===== src/rtl/dps_pkg.sv =====
// Shared types and constants of the diphoton event selector.
package dps_pkg;

    // Configuration register indexes
    localparam logic [2:0] CFG_CUT_ENABLES    = 3'd0;
    localparam logic [2:0] CFG_MIN_ET_FIRST   = 3'd1;
    localparam logic [2:0] CFG_MIN_ET_SECOND  = 3'd2;
    localparam logic [2:0] CFG_MAX_ETA_FIRST  = 3'd3;
    localparam logic [2:0] CFG_MAX_ETA_SECOND = 3'd4;

    localparam int CFG_INDEX_W = 3;
    localparam int CFG_DATA_W  = 16;

    // cut_enables bit positions
    localparam int EN_FILTER   = 0;
    localparam int EN_ISO_FIRST  = 1;
    localparam int EN_ISO_SECOND = 2;
    localparam int EN_ID_FIRST   = 3;
    localparam int EN_ID_SECOND  = 4;

    // Reset values
    localparam logic [4:0]  CUT_ENABLES_RST = 5'd1;
    localparam logic [12:0] MAX_ETA_RST     = 13'd3072;

    // Cut set configuration seen by the classifier
    typedef struct packed {
        logic [4:0]  cut_enables;
        logic [15:0] min_et_first;
        logic [15:0] min_et_second;
        logic [12:0] max_eta_first;
        logic [12:0] max_eta_second;
    } cfg_t;

    // Outcome of one photon, passed from classifier to accumulator
    typedef struct packed {
        logic pass_first;
        logic pass_second;
        logic last;
    } cls_t;

endpackage


===== src/rtl/dps_photon_if.sv =====
// Photon candidate channel and event result channel.
interface dps_photon_if;
    logic               valid;
    logic               ready;
    logic [15:0]        photon_pt;
    logic [15:0]        ecal_iso_sum;
    logic [15:0]        hcal_iso_sum;
    logic [15:0]        track_iso_sum;
    logic [15:0]        shower_width;
    logic               in_barrel;
    logic               in_endcap;
    logic [15:0]        had_over_em;
    logic signed [13:0] cluster_eta;
    logic [15:0]        cluster_et;
    logic               last_in_event;

    modport source (
        output valid, photon_pt, ecal_iso_sum, hcal_iso_sum, track_iso_sum,
               shower_width, in_barrel, in_endcap, had_over_em, cluster_eta,
               cluster_et, last_in_event,
        input  ready
    );
    modport sink (
        input  valid, photon_pt, ecal_iso_sum, hcal_iso_sum, track_iso_sum,
               shower_width, in_barrel, in_endcap, had_over_em, cluster_eta,
               cluster_et, last_in_event,
        output ready
    );
endinterface

interface dps_result_if;
    logic       valid;
    logic       ready;
    logic       event_accept;
    logic [1:0] passing_count;

    modport source (output valid, event_accept, passing_count, input ready);
    modport sink   (input valid, event_accept, passing_count, output ready);
endinterface


===== src/rtl/dps_front.sv =====
// Classifier: accepts photons and registers the pass flags of both cut sets.
module dps_front (
    input  logic                clk,
    input  logic                rst_n,
    input  dps_pkg::cfg_t       cfg,
    dps_photon_if.sink          photon,
    output logic                cls_valid,
    input  logic                cls_ready,
    output dps_pkg::cls_t       cls
);

    logic          cls_valid_reg;
    logic          cls_valid_next;
    dps_pkg::cls_t cls_reg;
    dps_pkg::cls_t cls_next;

    logic [26:0] ecal_lhs;
    logic [26:0] ecal_rhs;
    logic [27:0] hcal_lhs;
    logic [27:0] hcal_rhs;
    logic [26:0] trk_lhs;
    logic [26:0] trk_rhs;
    logic [25:0] width_lhs;
    logic [5:0]  sieie_units;
    logic [25:0] width_rhs;
    logic [20:0] hoe_lhs;
    logic [13:0] abs_eta;
    logic        iso_ok;
    logic        id_ok;
    logic        iso1;
    logic        iso2;
    logic        id1;
    logic        id2;
    logic        take;

    // Isolation: constant multiplies against linear-in-pt thresholds
    assign ecal_lhs = 27'(photon.ecal_iso_sum) * 27'd1000;
    assign ecal_rhs = 27'd100800 + 27'(photon.photon_pt) * 27'd9;
    assign hcal_lhs = 28'(photon.hcal_iso_sum) * 28'd4000;
    assign hcal_rhs = 28'd211200 + 28'(photon.photon_pt) * 28'd15;
    assign trk_lhs  = 27'(photon.track_iso_sum) * 27'd2000;
    assign trk_rhs  = 27'd168000 + 27'(photon.photon_pt) * 27'd3;

    assign iso_ok = (ecal_lhs < ecal_rhs) && (hcal_lhs < hcal_rhs) && (trk_lhs < trk_rhs);

    // Shower width limit: barrel and endcap limits add when both flags are set
    assign sieie_units = (photon.in_barrel ? 6'd13 : 6'd0) + (photon.in_endcap ? 6'd30 : 6'd0);
    assign width_rhs   = {4'd0, sieie_units, 16'd0};
    assign width_lhs   = 26'(photon.shower_width) * 26'd1000;
    assign hoe_lhs     = 21'(photon.had_over_em) * 21'd20;

    assign id_ok = (width_lhs < width_rhs) && (hoe_lhs < 21'd4096);

    // Magnitude of eta; the most negative code maps to 8192
    assign abs_eta = photon.cluster_eta[13] ? 14'(-photon.cluster_eta)
                                            : 14'(photon.cluster_eta);

    assign iso1 = !cfg.cut_enables[dps_pkg::EN_ISO_FIRST]  || iso_ok;
    assign iso2 = !cfg.cut_enables[dps_pkg::EN_ISO_SECOND] || iso_ok;
    assign id1  = !cfg.cut_enables[dps_pkg::EN_ID_FIRST]   || id_ok;
    assign id2  = !cfg.cut_enables[dps_pkg::EN_ID_SECOND]  || id_ok;

    // Output stage: refill whenever empty or draining this cycle
    assign photon.ready = !cls_valid_reg || cls_ready;
    assign take         = photon.valid && photon.ready;

    always_comb
    begin
        cls_next             = cls_reg;
        cls_valid_next       = cls_valid_reg && !cls_ready;
        if (take)
        begin
            cls_valid_next       = 1'b1;
            cls_next.pass_first  = iso1 && id1
                                   && (abs_eta < {1'b0, cfg.max_eta_first})
                                   && (photon.cluster_et > cfg.min_et_first);
            cls_next.pass_second = iso2 && id2
                                   && (abs_eta < {1'b0, cfg.max_eta_second})
                                   && (photon.cluster_et > cfg.min_et_second);
            cls_next.last        = photon.last_in_event;
        end
    end

    always_ff @(posedge clk or negedge rst_n)
    begin
        if (!rst_n)
        begin
            cls_valid_reg <= 1'b0;
        end
        else
        begin
            cls_valid_reg <= cls_valid_next;
        end
    end

    always_ff @(posedge clk)
    begin
        cls_reg <= cls_next;
    end

    assign cls_valid = cls_valid_reg;
    assign cls       = cls_reg;

endmodule


===== src/rtl/dps_queue.sv =====
// Short queue of classified photons between classifier and accumulator.
module dps_queue #(
    parameter int DEPTH = 4
) (
    input  logic          clk,
    input  logic          rst_n,
    input  logic          push_valid,
    output logic          push_ready,
    input  dps_pkg::cls_t push_data,
    output logic          pop_valid,
    input  logic          pop_ready,
    output dps_pkg::cls_t pop_data
);

    localparam int AW = (DEPTH > 1) ? $clog2(DEPTH) : 1;
    localparam int CW = $clog2(DEPTH + 1);

    dps_pkg::cls_t     mem_reg [DEPTH];
    logic [AW-1:0]     wr_ptr_reg;
    logic [AW-1:0]     wr_ptr_next;
    logic [AW-1:0]     rd_ptr_reg;
    logic [AW-1:0]     rd_ptr_next;
    logic [CW-1:0]     count_reg;
    logic [CW-1:0]     count_next;
    logic              do_push;
    logic              do_pop;

    assign push_ready = (count_reg != CW'(DEPTH));
    assign pop_valid  = (count_reg != '0);
    assign do_push    = push_valid && push_ready;
    assign do_pop     = pop_valid && pop_ready;
    assign pop_data   = mem_reg[rd_ptr_reg];

    // Pointer and fill bookkeeping
    always_comb
    begin
        wr_ptr_next = wr_ptr_reg;
        rd_ptr_next = rd_ptr_reg;
        count_next  = count_reg;
        if (do_push)
        begin
            wr_ptr_next = (wr_ptr_reg == AW'(DEPTH - 1)) ? '0 : wr_ptr_reg + 1'b1;
        end
        if (do_pop)
        begin
            rd_ptr_next = (rd_ptr_reg == AW'(DEPTH - 1)) ? '0 : rd_ptr_reg + 1'b1;
        end
        if (do_push && !do_pop)
        begin
            count_next = count_reg + 1'b1;
        end
        else if (do_pop && !do_push)
        begin
            count_next = count_reg - 1'b1;
        end
    end

    always_ff @(posedge clk or negedge rst_n)
    begin
        if (!rst_n)
        begin
            wr_ptr_reg <= '0;
            rd_ptr_reg <= '0;
            count_reg  <= '0;
        end
        else
        begin
            wr_ptr_reg <= wr_ptr_next;
            rd_ptr_reg <= rd_ptr_next;
            count_reg  <= count_next;
        end
    end

    always_ff @(posedge clk)
    begin
        if (do_push)
        begin
            mem_reg[wr_ptr_reg] <= push_data;
        end
    end

endmodule


===== src/rtl/dps_back.sv =====
// Accumulator: sticky pass flags, saturating tally and the event result register.
module dps_back (
    input  logic          clk,
    input  logic          rst_n,
    input  logic          filter_on,
    input  logic          cls_valid,
    output logic          cls_ready,
    input  dps_pkg::cls_t cls,
    dps_result_if.source  result
);

    logic       seen_first_reg;
    logic       seen_first_next;
    logic       seen_second_reg;
    logic       seen_second_next;
    logic [1:0] tally_reg;
    logic [1:0] tally_next;
    logic       out_valid_reg;
    logic       out_valid_next;
    logic       accept_reg;
    logic       accept_next;
    logic [1:0] count_reg;
    logic [1:0] count_next;

    logic       slot_free;
    logic       take;
    logic       upd_first;
    logic       upd_second;
    logic [1:0] upd_tally;

    // A last photon needs room in the result register; others always go
    assign slot_free = !out_valid_reg || result.ready;
    assign cls_ready = !cls.last || slot_free;
    assign take      = cls_valid && cls_ready;

    assign upd_first  = seen_first_reg || cls.pass_first;
    assign upd_second = seen_second_reg || cls.pass_second;
    assign upd_tally  = ((cls.pass_first || cls.pass_second) && (tally_reg != 2'd2))
                        ? tally_reg + 2'd1 : tally_reg;

    // Event state update
    always_comb
    begin
        seen_first_next  = seen_first_reg;
        seen_second_next = seen_second_reg;
        tally_next       = tally_reg;
        if (take)
        begin
            if (cls.last)
            begin
                seen_first_next  = 1'b0;
                seen_second_next = 1'b0;
                tally_next       = 2'd0;
            end
            else
            begin
                seen_first_next  = upd_first;
                seen_second_next = upd_second;
                tally_next       = upd_tally;
            end
        end
    end

    // Result register
    always_comb
    begin
        out_valid_next = out_valid_reg && !result.ready;
        accept_next    = accept_reg;
        count_next     = count_reg;
        if (take && cls.last)
        begin
            out_valid_next = 1'b1;
            accept_next    = !filter_on || (upd_first && upd_second && (upd_tally == 2'd2));
            count_next     = upd_tally;
        end
    end

    always_ff @(posedge clk or negedge rst_n)
    begin
        if (!rst_n)
        begin
            seen_first_reg  <= 1'b0;
            seen_second_reg <= 1'b0;
            tally_reg       <= 2'd0;
            out_valid_reg   <= 1'b0;
        end
        else
        begin
            seen_first_reg  <= seen_first_next;
            seen_second_reg <= seen_second_next;
            tally_reg       <= tally_next;
            out_valid_reg   <= out_valid_next;
        end
    end

    always_ff @(posedge clk)
    begin
        accept_reg <= accept_next;
        count_reg  <= count_next;
    end

    assign result.valid         = out_valid_reg;
    assign result.event_accept  = accept_reg;
    assign result.passing_count = count_reg;

endmodule


===== src/rtl/diphoton_event_selector.sv =====
// Top level of the diphoton event selector: config registers, classifier, queue, accumulator.
//
// Channel   Dir  Transfer rule        Payload
// photon    in   valid & ready        one photon candidate, last_in_event closes the event
// result    out  valid & ready        event_accept, passing_count (one per event)
// cfg       in   cfg_we at clock edge cut_enables, Et minimums, eta limits by index
//
// Throughput is one photon per cycle while the queue has room; all cuts are combinational.
// A result becomes valid once its last photon has passed the classifier register (loaded at
// the transfer edge), then the queue, then the result register.
// Reset is asynchronous, active low; no clearing pass is needed.
// A stalled result holds back a last photon at the queue head; the queue takes others until full.
module diphoton_event_selector #(
    parameter int QUEUE_DEPTH = 4
) (
    input  logic                              clk,
    input  logic                              rst_n,
    dps_photon_if.sink                        photon,
    dps_result_if.source                      result,
    input  logic                              cfg_we,
    input  logic [dps_pkg::CFG_INDEX_W-1:0]   cfg_index,
    input  logic [dps_pkg::CFG_DATA_W-1:0]    cfg_data
);

    dps_pkg::cfg_t cfg_reg;
    dps_pkg::cfg_t cfg_next;

    logic          fr_valid;
    logic          fr_ready;
    dps_pkg::cls_t fr_cls;
    logic          bk_valid;
    logic          bk_ready;
    dps_pkg::cls_t bk_cls;

    // Configuration write decode
    always_comb
    begin
        cfg_next = cfg_reg;
        if (cfg_we)
        begin
            unique case (cfg_index)
                dps_pkg::CFG_CUT_ENABLES:    cfg_next.cut_enables    = cfg_data[4:0];
                dps_pkg::CFG_MIN_ET_FIRST:   cfg_next.min_et_first   = cfg_data;
                dps_pkg::CFG_MIN_ET_SECOND:  cfg_next.min_et_second  = cfg_data;
                dps_pkg::CFG_MAX_ETA_FIRST:  cfg_next.max_eta_first  = cfg_data[12:0];
                dps_pkg::CFG_MAX_ETA_SECOND: cfg_next.max_eta_second = cfg_data[12:0];
                default:                     cfg_next = cfg_reg;
            endcase
        end
    end

    always_ff @(posedge clk or negedge rst_n)
    begin
        if (!rst_n)
        begin
            cfg_reg.cut_enables    <= dps_pkg::CUT_ENABLES_RST;
            cfg_reg.min_et_first   <= '0;
            cfg_reg.min_et_second  <= '0;
            cfg_reg.max_eta_first  <= dps_pkg::MAX_ETA_RST;
            cfg_reg.max_eta_second <= dps_pkg::MAX_ETA_RST;
        end
        else
        begin
            cfg_reg <= cfg_next;
        end
    end

    dps_front u_front (
        .clk       (clk),
        .rst_n     (rst_n),
        .cfg       (cfg_reg),
        .photon    (photon),
        .cls_valid (fr_valid),
        .cls_ready (fr_ready),
        .cls       (fr_cls)
    );

    dps_queue #(
        .DEPTH (QUEUE_DEPTH)
    ) u_queue (
        .clk        (clk),
        .rst_n      (rst_n),
        .push_valid (fr_valid),
        .push_ready (fr_ready),
        .push_data  (fr_cls),
        .pop_valid  (bk_valid),
        .pop_ready  (bk_ready),
        .pop_data   (bk_cls)
    );

    dps_back u_back (
        .clk       (clk),
        .rst_n     (rst_n),
        .filter_on (cfg_reg.cut_enables[dps_pkg::EN_FILTER]),
        .cls_valid (bk_valid),
        .cls_ready (bk_ready),
        .cls       (bk_cls),
        .result    (result)
    );

endmodule


===== src/flat_wrapper.sv =====
// flat-port wrapper written by rule: the top's interface ports become plain ports
module diphoton_event_selector_flat 
#(
    parameter int QUEUE_DEPTH = 4
)
  (clk, rst_n, cfg_we, cfg_index, cfg_data, photon_valid, photon_photon_pt, photon_ecal_iso_sum, photon_hcal_iso_sum, photon_track_iso_sum, photon_shower_width, photon_in_barrel, photon_in_endcap, photon_had_over_em, photon_cluster_eta, photon_cluster_et, photon_last_in_event, photon_ready, result_valid, result_event_accept, result_passing_count, result_ready);
  dps_photon_if photon_i ();
  dps_result_if result_i ();
  input  logic clk;
  input  logic rst_n;
  input  logic cfg_we;
  input  logic [dps_pkg::CFG_INDEX_W-1:0] cfg_index;
  input  logic [dps_pkg::CFG_DATA_W-1:0] cfg_data;
  input wire logic [$bits(photon_i.valid)-1:0] photon_valid;
  input wire logic [$bits(photon_i.photon_pt)-1:0] photon_photon_pt;
  input wire logic [$bits(photon_i.ecal_iso_sum)-1:0] photon_ecal_iso_sum;
  input wire logic [$bits(photon_i.hcal_iso_sum)-1:0] photon_hcal_iso_sum;
  input wire logic [$bits(photon_i.track_iso_sum)-1:0] photon_track_iso_sum;
  input wire logic [$bits(photon_i.shower_width)-1:0] photon_shower_width;
  input wire logic [$bits(photon_i.in_barrel)-1:0] photon_in_barrel;
  input wire logic [$bits(photon_i.in_endcap)-1:0] photon_in_endcap;
  input wire logic [$bits(photon_i.had_over_em)-1:0] photon_had_over_em;
  input wire logic [$bits(photon_i.cluster_eta)-1:0] photon_cluster_eta;
  input wire logic [$bits(photon_i.cluster_et)-1:0] photon_cluster_et;
  input wire logic [$bits(photon_i.last_in_event)-1:0] photon_last_in_event;
  output wire logic [$bits(photon_i.ready)-1:0] photon_ready;
  output wire logic [$bits(result_i.valid)-1:0] result_valid;
  output wire logic [$bits(result_i.event_accept)-1:0] result_event_accept;
  output wire logic [$bits(result_i.passing_count)-1:0] result_passing_count;
  input wire logic [$bits(result_i.ready)-1:0] result_ready;
  assign photon_i.valid = photon_valid;
  assign photon_i.photon_pt = photon_photon_pt;
  assign photon_i.ecal_iso_sum = photon_ecal_iso_sum;
  assign photon_i.hcal_iso_sum = photon_hcal_iso_sum;
  assign photon_i.track_iso_sum = photon_track_iso_sum;
  assign photon_i.shower_width = photon_shower_width;
  assign photon_i.in_barrel = photon_in_barrel;
  assign photon_i.in_endcap = photon_in_endcap;
  assign photon_i.had_over_em = photon_had_over_em;
  assign photon_i.cluster_eta = photon_cluster_eta;
  assign photon_i.cluster_et = photon_cluster_et;
  assign photon_i.last_in_event = photon_last_in_event;
  assign photon_ready = photon_i.ready;
  assign result_valid = result_i.valid;
  assign result_event_accept = result_i.event_accept;
  assign result_passing_count = result_i.passing_count;
  assign result_i.ready = result_ready;
  diphoton_event_selector #(.QUEUE_DEPTH(QUEUE_DEPTH)) u_core (.clk(clk), .rst_n(rst_n), .photon(photon_i), .result(result_i), .cfg_we(cfg_we), .cfg_index(cfg_index), .cfg_data(cfg_data));
endmodule

===== config.mk =====
export PLATFORM = sky130hd
export DESIGN_NAME = diphoton_event_selector_flat
export DESIGN_NICKNAME = d
export VERILOG_FILES = /design/src/rtl/dps_pkg.sv /design/src/rtl/dps_photon_if.sv /design/src/rtl/dps_front.sv /design/src/rtl/dps_queue.sv /design/src/rtl/dps_back.sv /design/src/rtl/diphoton_event_selector.sv /design/src/flat_wrapper.sv
export SDC_FILE = /design/constraint.sdc
export NUM_CORES = 1
export LEC_CHECK = 0
export BUFFER_PORTS_ARGS = -buffer_cell sky130_fd_sc_hd__buf_4
export CAP_MARGIN = 20
export CORE_MARGIN = 8
export CORE_UTILIZATION = 47
export CTS_CLUSTER_DIAMETER = 60
export CTS_CLUSTER_SIZE = 24
export DETAILED_ROUTE_END_ITERATION = 8
export GPL_TIMING_DRIVEN = 1
export HOLD_SLACK_MARGIN = 0.15
export PLACE_DENSITY = 0.67
export REMOVE_ABC_BUFFERS = 1
export SKIP_CTS_REPAIR_TIMING = 1
export SLEW_MARGIN = 20
export SYNTH_ARGS = -nofsm -noshare
export SYNTH_HDL_FRONTEND = slang
export SYNTH_SLANG_ARGS = --single-unit

===== constraint.sdc =====
create_clock -name clk -period 6.73 [get_ports clk]
set_clock_uncertainty 0.1 [all_clocks]
set_input_delay 0.673 -clock clk [delete_from_list [all_inputs] [get_ports clk]]
set_output_delay 0.673 -clock clk [all_outputs]
set_load 0.05 [all_outputs]

==> results.md, run 1 <==
* Final hold vios at 0
* Worst Path Arrival at 6.54 ns
* Rel. slew slack at 34.4%
* Synth-to-layout area growth at 13.3%
* Power share of the combinational group at 85.2%
* Launch point of the worst path: photon_photon_pt[1]
* Buffers on Ports at roughly 160
* Total global-route track usage at a little under a fifth
* DR WL/cell at 15.1 um
* Slew @ Worst Pin at 0.984 ns
* Avg Cell Area, Syn at 9.37 um2
* R2R cell count at 11
* Final period util at 95.3%
* Worst Setup Path Type: primary input to flop
* R2r setup slk at between 3 and 4 ns
* Vias in the first global route at 17500
* CP startpoint kind: primary input
* Design Power at 9010 uW
* Switching power total at 4470 uW
* Post-synth top area cell: ha_1
* Dpl hpwl at 41.6 mm
* Sequential cell fraction of total power at 9.2%
* Fillers at 4097
* Post-synthesis sequential area ratio at about 12%
* GRT overflow at 0
* Max FO, Critical Path at 3
* Async set-reset flop share out of synthesis at between 80% and 90%
* Cells after DPL at 3070
* Die Area at approximately 52000 um2
* Synth top area share at a little over a quarter
* Top post-synthesis cells by area: ha_1, fa_1, inv_1
* Num CTS Buffers at 9
* Core area at approximately 44000 um2
* Routed vias at 16400
* Clk_lat worst skew at roughly 0.36 ns
* Detailed Routing Iterations Pass 1 at 6
* Mapped Area at 21200 um2
* Final GP Congestion at around 0.92
* CP Capture Point: u_core.u_front.cls[1]
* Vias/cell at between 5 and 6
* Post-synth top cells: inv_1, ha_1, fa_1
* Crit path time final at 6.42 ns
* Synth Instances at 2259
* CTS tree: built
* H-tree Lvls at 3
* PwrDens at 375 nW/um2
* Antenna violations before repair at 7
* Die X at 228 um
* Flip-flop count of the largest register after layout at 63
* Initial Util at 47.8%
* RR Startpoint: u_core.cfg_reg[14]
* Most frequent cell after synthesis: inv_1
* Nets@finish at 3348
* CP Data Required Time at 6.85 ns
* TritonCTS Sinks at 94
* Final setup violation count at 0
* Net Sw Frac at a little under 50%
* WHS at 0.354 ns
* Worst vdd ir at 0.000251 V
* Number of distinct library cells after synthesis at between 80 and 90
* Final routed DRC violation total at 0
* Global-route wire length before repair at 81.2 mm
* Final cell count without fillers at ~3100
* Die height at 228 um
* Worst hold path type: primary input to async pin
* DR iter-0 viols at 746
* Max_cap viols at 0
* Worst-path clk slew at 0.08 ns
* Ratio of cells with drive above 1 in the final layout at 13.3%
* Final design utilization at 54.1%
* Post-synth EDFFs at 18
* Slew Limit Fails at 0
* Root Buffer: clkbuf_16
* Ys Warns at 0
* Main flop type after synthesis: dfrtp_1
* Largest net degree at the start of global routing at 77
* Status: complete, no violations
* CP endpoint kind: flop
* Num rows at 77
* Leakage at 0.0124 uW
* Internal cell power at ~4500 uW
* Final antenna-violating net count at 0
* Final wirelength at 46.8 mm
* Max Root-Sink Buffers at 2
* Top-Level Pins at about 160
* Peak Freq at 0.156 GHz
* Yosys reg bits at 94
* Clock group share of total power at under 10%
* Crit Reg-Reg Endpoint: u_core.u_front.cls[2]
[how the worst min path moves through the flow]
stage,startpoint,to,slack (ns)
2_1_floorplan,rst_n,u_core.cfg_reg[0],0.28
3_3_place_gp,u_core.u_back.seen_first_reg,u_core.u_back.seen_first_reg,0.38
3_5_place_dp,u_core.u_back.seen_first_reg,u_core.u_back.seen_first_reg,0.38
4_1_cts,photon_last_in_event,u_core.u_front.cls[0],0.38
5_1_grt,photon_last_in_event,u_core.u_front.cls[0],0.37
6_report,rst_n,u_core.cfg_reg[57],0.35
[logic make-up (layout without fill, tap and decap cells)]
group	after synthesis	after routing	share of synthesized area, %
other cells	0	3	0
simple gates	381	381	9.15
buf+inv	505	740	8.95
compound gates	440	440	13.7
xor+xnor	100	100	4.14
mux	33	33	1.88
flops	94	94	11.6
fa+ha+maj	706	706	50.6
[cell type report]
type	count	area, um2	area share (%)
repair buffers	235	1760	7.35
flip-flops and latches	94	2450	10.2
well taps	592	741	3.09
diodes	3	7.51	0.0313
multi-input cells	1660	16900	70.4
clock inverters	7	61.3	0.256
clock buffers	9	225	0.939
inverters	489	1840	7.68
[power by group through the flow]
| stage | clock (uW) | sequential [uW] | combinational (uW) |
|---|---|---|---|
| floorplan | 0 | 859 | 5530 |
| global placement | 0 | 829 | 7330 |
| detailed placement | 0 | 838 | 7570 |
| CTS | 516 | 827 | 7640 |
| global route | 539 | 845 | 8790 |
| finish | 503 | 826 | 7680 |
[placed cells by master (no fill, tap or decap), drive strengths merged, types with 7 or more instances in the layout]
cell / Yosys / layout
or3: 14 / 14
a21oi: 103 / 103
nand2b: 26 / 26
fa: 252 / 252
inv: 489 / 492
nand4: 17 / 17
o31ai: 8 / 8
or2: 11 / 11
and3: 8 / 8
a211oi: 19 / 19
nor4: 14 / 14
o21bai: 14 / 14
mux2: 24 / 24
o22ai: 7 / 7
a21boi: 7 / 7
a21o: 55 / 55
and2: 10 / 10
o21a: 14 / 14
clkbuf: 13 / 9
nand2: 109 / 109
edfxtp: 18 / 18
o211ai: 10 / 10
nor2: 61 / 61
nor2b: 21 / 21
nand3: 35 / 35
dfrtp: 71 / 71
xnor2: 74 / 74
a2111oi: 9 / 9
ha: 454 / 454
a31oi: 18 / 18
o21ai: 117 / 117
buf: 3 / 235
xor2: 26 / 26
nor3: 31 / 31
[critical path, cell delays in order]
cell	delay [ns]
buf_4	0.10
inv_1	0.06
fa_1	0.54
inv_1	0.05
fa_1	0.45
ha_1	0.35
ha_1	0.30
a21o_1	0.16
a21oi_1	0.20
o21bai_1	0.10
a21oi_2	0.17
o21bai_1	0.10
a211oi_2	0.25
o21ai_0	0.17
a31o_2	0.27
a21o_1	0.21
a31oi_1	0.24
ha_1	0.30
buf_4	0.15
a221oi_1	0.28
o221ai_1	0.18
nor4_1	0.24
nand4_1	0.14
nor4_2	0.22
nand4_1	0.13
buf_4	0.18
o21ai_1	0.13
and4_1	0.19
[routing by layer]
layer / up-vias / GRT usage (%) / routed length, um
met5: - / 0 / 55
met4: 8 / 4.19 / 959
met3: 76 / 2.92 / 1870
met2: 252 / 33.3 / 23800
met1: 7981 / 22.5 / 20100
li1: 8085 / - / -
[stage by stage]
step	setup WS, ns	TNS, ns	cell area (um2)
floorplan	0.259	0	21100
global placement	-0.111	-0.216	23600
detailed placement	-0.256	-0.500	23600
CTS	0.0619	0	23900
global route	-0.0212	-0.0227	24000
finish	0.314	0	24000
(Power assumes the default switching activity.)
==> run 2: changes to the inputs <==
--- a/config.mk
+++ b/config.mk
@@ -12,9 +12,10 @@
 export CTS_CLUSTER_DIAMETER = 60
 export CTS_CLUSTER_SIZE = 24
 export DETAILED_ROUTE_END_ITERATION = 8
+export GPL_ROUTABILITY_DRIVEN = 0
 export GPL_TIMING_DRIVEN = 1
 export HOLD_SLACK_MARGIN = 0.15
-export PLACE_DENSITY = 0.67
+export PLACE_DENSITY_LB_ADDON = 0.15
 export REMOVE_ABC_BUFFERS = 1
 export SKIP_CTS_REPAIR_TIMING = 1
 export SLEW_MARGIN = 20
==> constraint.sdc (replaced) <==
create_clock -name clk -period 6.73 [get_ports clk]
set_clock_uncertainty 0.1 [all_clocks]
set_input_delay 0.673 -clock clk [delete_from_list [all_inputs] [get_ports clk]]
set_output_delay 0.673 -clock clk [all_outputs]
set_load 0.005 [all_outputs]
==> run 2 against run 1 <==
Against the previous run: highest routed layer unchanged; global-route usage barely moved; final area rose by 0.28%; clock-buffer cell count did not move; largest power group unchanged; first-iteration DRC count fell by 11%; final cell count barely moved; clock power rose by 4.2%; register-to-register slack got worse by 0.06 ns; flip-flop and latch count did not move.
==> results.md, run 2 (same netlist as run 1, synthesis figures left out) <==
* CTS tree: built
* CP most frequent cell: fa_1
* Final antenna-violating net count at 0
* Rel. slew slack at 35.2%
* Crit path time final at about 6.4 ns
* H-tree Lvls at 3
* DR WL/cell at roughly 15 um
* Final routed DRC violation total at 0
* Most frequent cells in the layout: inv_1, ha_1, fa_1, buf_4, nand2_1
* Fin area at 24100 um2
* Reg area at around 2400 um2
* Worst Setup Path Type: primary input to flop
* GRT overflow at 0
* Num CTS Buffers at 9
* Final period util at a little over nine tenths
* Slew Limit Fails at 0
* CP top delay family: adder cells
* Design Power at 9030 uW
* Ratio of cells with drive above 1 in the final layout at 13.6%
* Final wirelength at between 40 and 50 mm
* Largest net degree at the start of global routing at between 70 and 80
* Vias/cell at between 5 and 6
* Fin Setup TNS at 0 ns
* Worst-path clk slew at 0.07 ns
* Buffers on Ports at 157
* DR iter-0 viols at 662
* Detailed Routing Iterations Pass 1 at 5
* Worst path buffer plus inverter count at 6
* Vias in the first global route at 17500
* CP Data Required Time at 6.84 ns
* Worst Path Arrival at 6.51 ns
* Commonest non-fill, non-tap cell in the layout: inv_1
* Antenna violations before repair at 4
* Final hold vios at 0
* Total global-route track usage at 18.3%
* Dpl hpwl at 41.5 mm
* Status: complete, no violations
* Initial Util at 47.8%
* Worst vdd ir at roughly 0.00020 V
* Root Buffer: clkbuf_16
* Clk_lat worst skew at 0.35 ns
* TritonCTS Sinks at 94
* Die Area at roughly 52000 um2
* Fillers at 4075
* Slew @ Worst Pin at between 0.9 and 1 ns
* Flip-flop count of the largest register after layout at 63
* Die X at 228 um
* Nets@finish at between 3000 and 4000
* Global-route wire length before repair at 81.4 mm
* Worst hold path type: primary input to async pin
* Die height at roughly 230 um
* Num rows at 77
* Top-Level Pins at 158
* Slowest library cell on the worst path: fa_1
* Max_cap viols at 0
* Synth-to-layout area growth at 13.6%
* CP startpoint kind: primary input
* Final setup violation count at 0
* Core area at about 44000 um2
* Critical Path Max Stage Delay at 0.52 ns
* Routed vias at roughly 16000
* Peak Freq at between 0.15 and 0.2 GHz
* Max FO, Critical Path at 4
* Max Root-Sink Buffers at 2
* Leakage at 0.0124 uW
* Placed Area at 23600 um2
* PwrDens at 375 nW/um2
* Area of the multi-input gates at 17000 um2
* CP endpoint kind: flop
run 2: cell count changes in the layout (fill, tap and decap cells not counted), moves of 2 or more:
cell | previous run | this run
o21ai_1 | 6 | 9
a21oi_1 | 96 | 89
buf_4 | 235 | 232
o21ai_0 | 111 | 107
a2111oi_2 | 1 | 3
a21oi_2 | 7 | 13
run 2: layer usage:
metal	GRT usage [%]	vias up	share of wire, %
li1	-	8056	-
met4	4.31	2	2.1
met5	0	-	0.028
met1	22.9	7733	44
met2	33.3	214	51
met3	2.21	51	3.2
run 2: stage by stage:
stage / utilization (%) / worst slack (ns) / std cells / hold WS [ns]
final: 54.3 / 0.329 / 3086 / 0.363
after CTS: 53.9 / 0.0789 / 3078 / 0.390
after global placement: 53.2 / -0.122 / 3062 / 0.378
after global routing: 54.3 / -0.00729 / 3084 / 0.390
after floorplan: - / 0.259 / 2243 / 0.277
after detailed placement: 53.2 / -0.247 / 3062 / 0.385
run 2: worst register-to-register path: stages, from the launching register on:
cell       delay, ns
dfrtp_1         0.35
inv_1           0.05
ha_1            0.28
a21o_1          0.16
a21o_1          0.17
a21o_1          0.17
a21o_1          0.18
a21o_1          0.18
a21o_1          0.17
a21o_1          0.18
a2111oi_0       0.85
o2111a_1        0.26
run 2: final timing paths:
check	startpoint	slack (ns)	cells after the start	endpoint
min in group clk	u_core.u_front.cls[1]	0.40	0	u_core.u_queue.mem_reg[3][1]
worst max register to register	u_core.cfg_reg[14]	3.48	11	u_core.u_front.cls[2]
worst max-delay path	photon_shower_width[6]	0.33	26	u_core.u_front.cls[1]
worst min register to register	u_core.u_front.cls[1]	0.40	0	u_core.u_queue.mem_reg[3][1]
max in group asynchronous	rst_n	5.53	1	u_core.cfg_reg[4]
worst min-delay path	rst_n	0.36	1	u_core.cfg_reg[51]
run 2: layout make-up:
class	instances	share of cell area, %
multi-input cells	1660	70.5
flip-flops and latches	94	10.2
inverters	489	7.68
repair buffers	232	7.24
well taps	592	3.08
clock buffers	9	0.936
clock inverters	7	0.317
diodes	3	0.0312
run 2: report_power, final:
group | internal [uW] | switching (uW)
registers | 748 | 77.0
logic | 3550 | 4140
clock network | 293 | 231
==> run 3: changes to the inputs <==
==> constraint.sdc (replaced) <==
create_clock -name clk -period 8 [get_ports clk]
set_clock_uncertainty 0.1 [all_clocks]
set_input_delay 0.8 -clock clk [delete_from_list [all_inputs] [get_ports clk]]
set_output_delay 0.8 -clock clk [all_outputs]
set_load 0.005 [all_outputs]
==> run 3 against run 2 <==
Against the previous run: routed wire length shrank 0.47%; global-route usage shrank 0.11 points; via count is 1.0% lower; register-to-register slack improved by 1.2 ns; total power fell by 21%; highest routed layer is now met4.
==> results.md, run 3 (same netlist as run 1, synthesis figures left out) <==
* Worst hold path type: flop to flop
* Status: complete, no violations
* Final hold vios at 0
* Max FO, Critical Path at 4
* Most frequent cells in the layout: inv_1, ha_1, fa_1, buf_4, o21ai_0
* Antenna violations before repair at 2
* PwrDens at approximately 310 nW/um2
* Critical Path Max Stage Delay at 0.55 ns
* Dpl hpwl at 41.5 mm
* Crit path time final at 7.02 ns
* TritonCTS Sinks at 94
* Root Buffer: clkbuf_16
* Slowest library cell on the worst path: fa_1
* Final period util at between 80% and 90%
* Max_cap viols at 0
* Vias in the first global route at 17100
* Fin Setup TNS at 0 ns
* Die X at 228 um
* GRT overflow at 0
* Synth-to-layout area growth at 10.3%
* Commonest non-fill, non-tap cell in the layout: inv_1
* Nets@finish at 3274
* GR peak layer: met2
* DR WL/cell at 15.4 um
* Leakage at 0.0120 uW
* Num rows at 77
* Placed Area at 23100 um2
* Worst Setup Path Type: primary input to flop
* Max Root-Sink Buffers at 2
* Met3 Usage GRT at 1.87%
* DR iter-0 viols at 602
* Rel. slew slack at 34.9%
* Worst-path clk slew at approximately 0.07 ns
* Initial Util at 47.8%
* Global-route wire length before repair at 81.1 mm
* CP Data Required Time at 8.12 ns
* Met2 Use GR at about 34%
* Ratio of cells with drive above 1 in the final layout at between 9 and 10%
* Worst Path Arrival at about 7 ns
* CP startpoint kind: primary input
* Routed vias at 15900
* Die Area at 52100 um2
* H-tree Lvls at 3
* Clk_lat worst skew at around 0.35 ns
* CTS tree: built
* Largest net degree at the start of global routing at a little under 80
* Flip-flop count of the largest register after layout at 63
* GRT met1 Usage at 23.2%
* Buffers on Ports at 157
* Core area at about 44000 um2
* Num CTS Buffers at 9
* Final setup violation count at 0
* Slew @ Worst Pin at 0.976 ns
* Slew Limit Fails at 0
* Final wirelength at 46.4 mm
* CP most frequent cell: fa_1
* Fin area at 23400 um2
* Fillers at 4161
* Top-Level Pins at 158
* Final antenna-violating net count at 0
* Final routed DRC violation total at 0
* Crit-path cells: buf_4 > inv_1 > fa_1 > fa_1 > fa_1 > fa_1 > inv_1 > ha_1 > a2111o_1 > o22ai_1 > o21ai_0 > a31oi_1 > xnor2_1 > ha_1 > nand3_1 > or2_2 > nor4b_1 > a2111oi_0 > o2111ai_1 > nor4_1 > nand4_1 > o21ai_1 > and4_1
* Total global-route track usage at between 10% and 20%
* CP endpoint kind: flop
* RSZ-0062 raised after global routing: false
* Worst vdd ir at between 0.00015 and 0.0002 V
* Detailed Routing Iterations Pass 1 at 5
* Die height at approximately 230 um
* Vias/cell at 5.27
* Peak Freq at 0.142 GHz
## run 3: metal layers
metal  vias up  share of wire, %
li1       7916                 -
met1      7749                45
met2       193                51
met3        37               2.8
met4         0               1.1
met5         -                 0
## run 3: worst max-delay path: cells and delay by family
kind                       cells  cell delay, ns
AOI/OAI and AO/OA              7            2.02
adders and majority gates      6            2.63
and+or+nand+nor                6            1.16
buffers and inverters          3            0.37
xor gates and xnor gates       1            0.16
## run 3: worst paths after layout
path | start | to | slack [ns] | depth (start not counted)
max in group asynchronous | rst_n | u_core.cfg_reg[17] | 6.66 | 1
setup reg to reg | u_core.cfg_reg[14] | u_core.u_front.cls[2] | 4.66 | 12
hold / removal | u_core.u_front.cls[1] | u_core.u_queue.mem_reg[3][1] | 0.40 | 0
min in group asynchronous | rst_n | u_core.cfg_reg[51] | 0.50 | 1
hold reg to reg | u_core.u_front.cls[1] | u_core.u_queue.mem_reg[3][1] | 0.40 | 0
setup / recovery | photon_hcal_iso_sum[5] | u_core.u_front.cls[1] | 0.98 | 23
## run 3: power breakdown
| part | internal [uW] | switching [uW] | leakage, uW |
|---|---|---|---|
| registers | 629 | 63.4 | 0.00108 |
| logic | 2690 | 3390 | 0.0108 |
| clock network | 215 | 192 | 0.000132 |
## run 3: per-stage QoR
| stage | setup slack [ns] | cells | utilization [%] | hold slack [ns] | total power (uW) |
|---|---|---|---|---|---|
| CTS | 1.09 | 3012 | 52.7 | 0.399 | 7230 |
| global route | 0.573 | 3013 | 52.7 | 0.420 | 8150 |
| finish | 0.979 | 3014 | 52.7 | 0.398 | 7180 |
| global placement | 0.812 | 2996 | 52.1 | 0.378 | 6630 |
| floorplan | 1.40 | 2243 | - | 0.359 | 5330 |
| detailed placement | 0.757 | 2996 | 52.1 | 0.383 | 6760 |
## run 3: area by class of cell
cell class	count	area [um2]	share of cell area [%]
sequential	94	2450	10.5
inverter	489	1840	7.86
multi-input combinational	1660	16800	72.1
antenna	2	5.00	0.0214
clock buffer	9	225	0.964
tap	592	741	3.17
timing repair buffer	161	1210	5.17
clock inverter	7	56.3	0.241
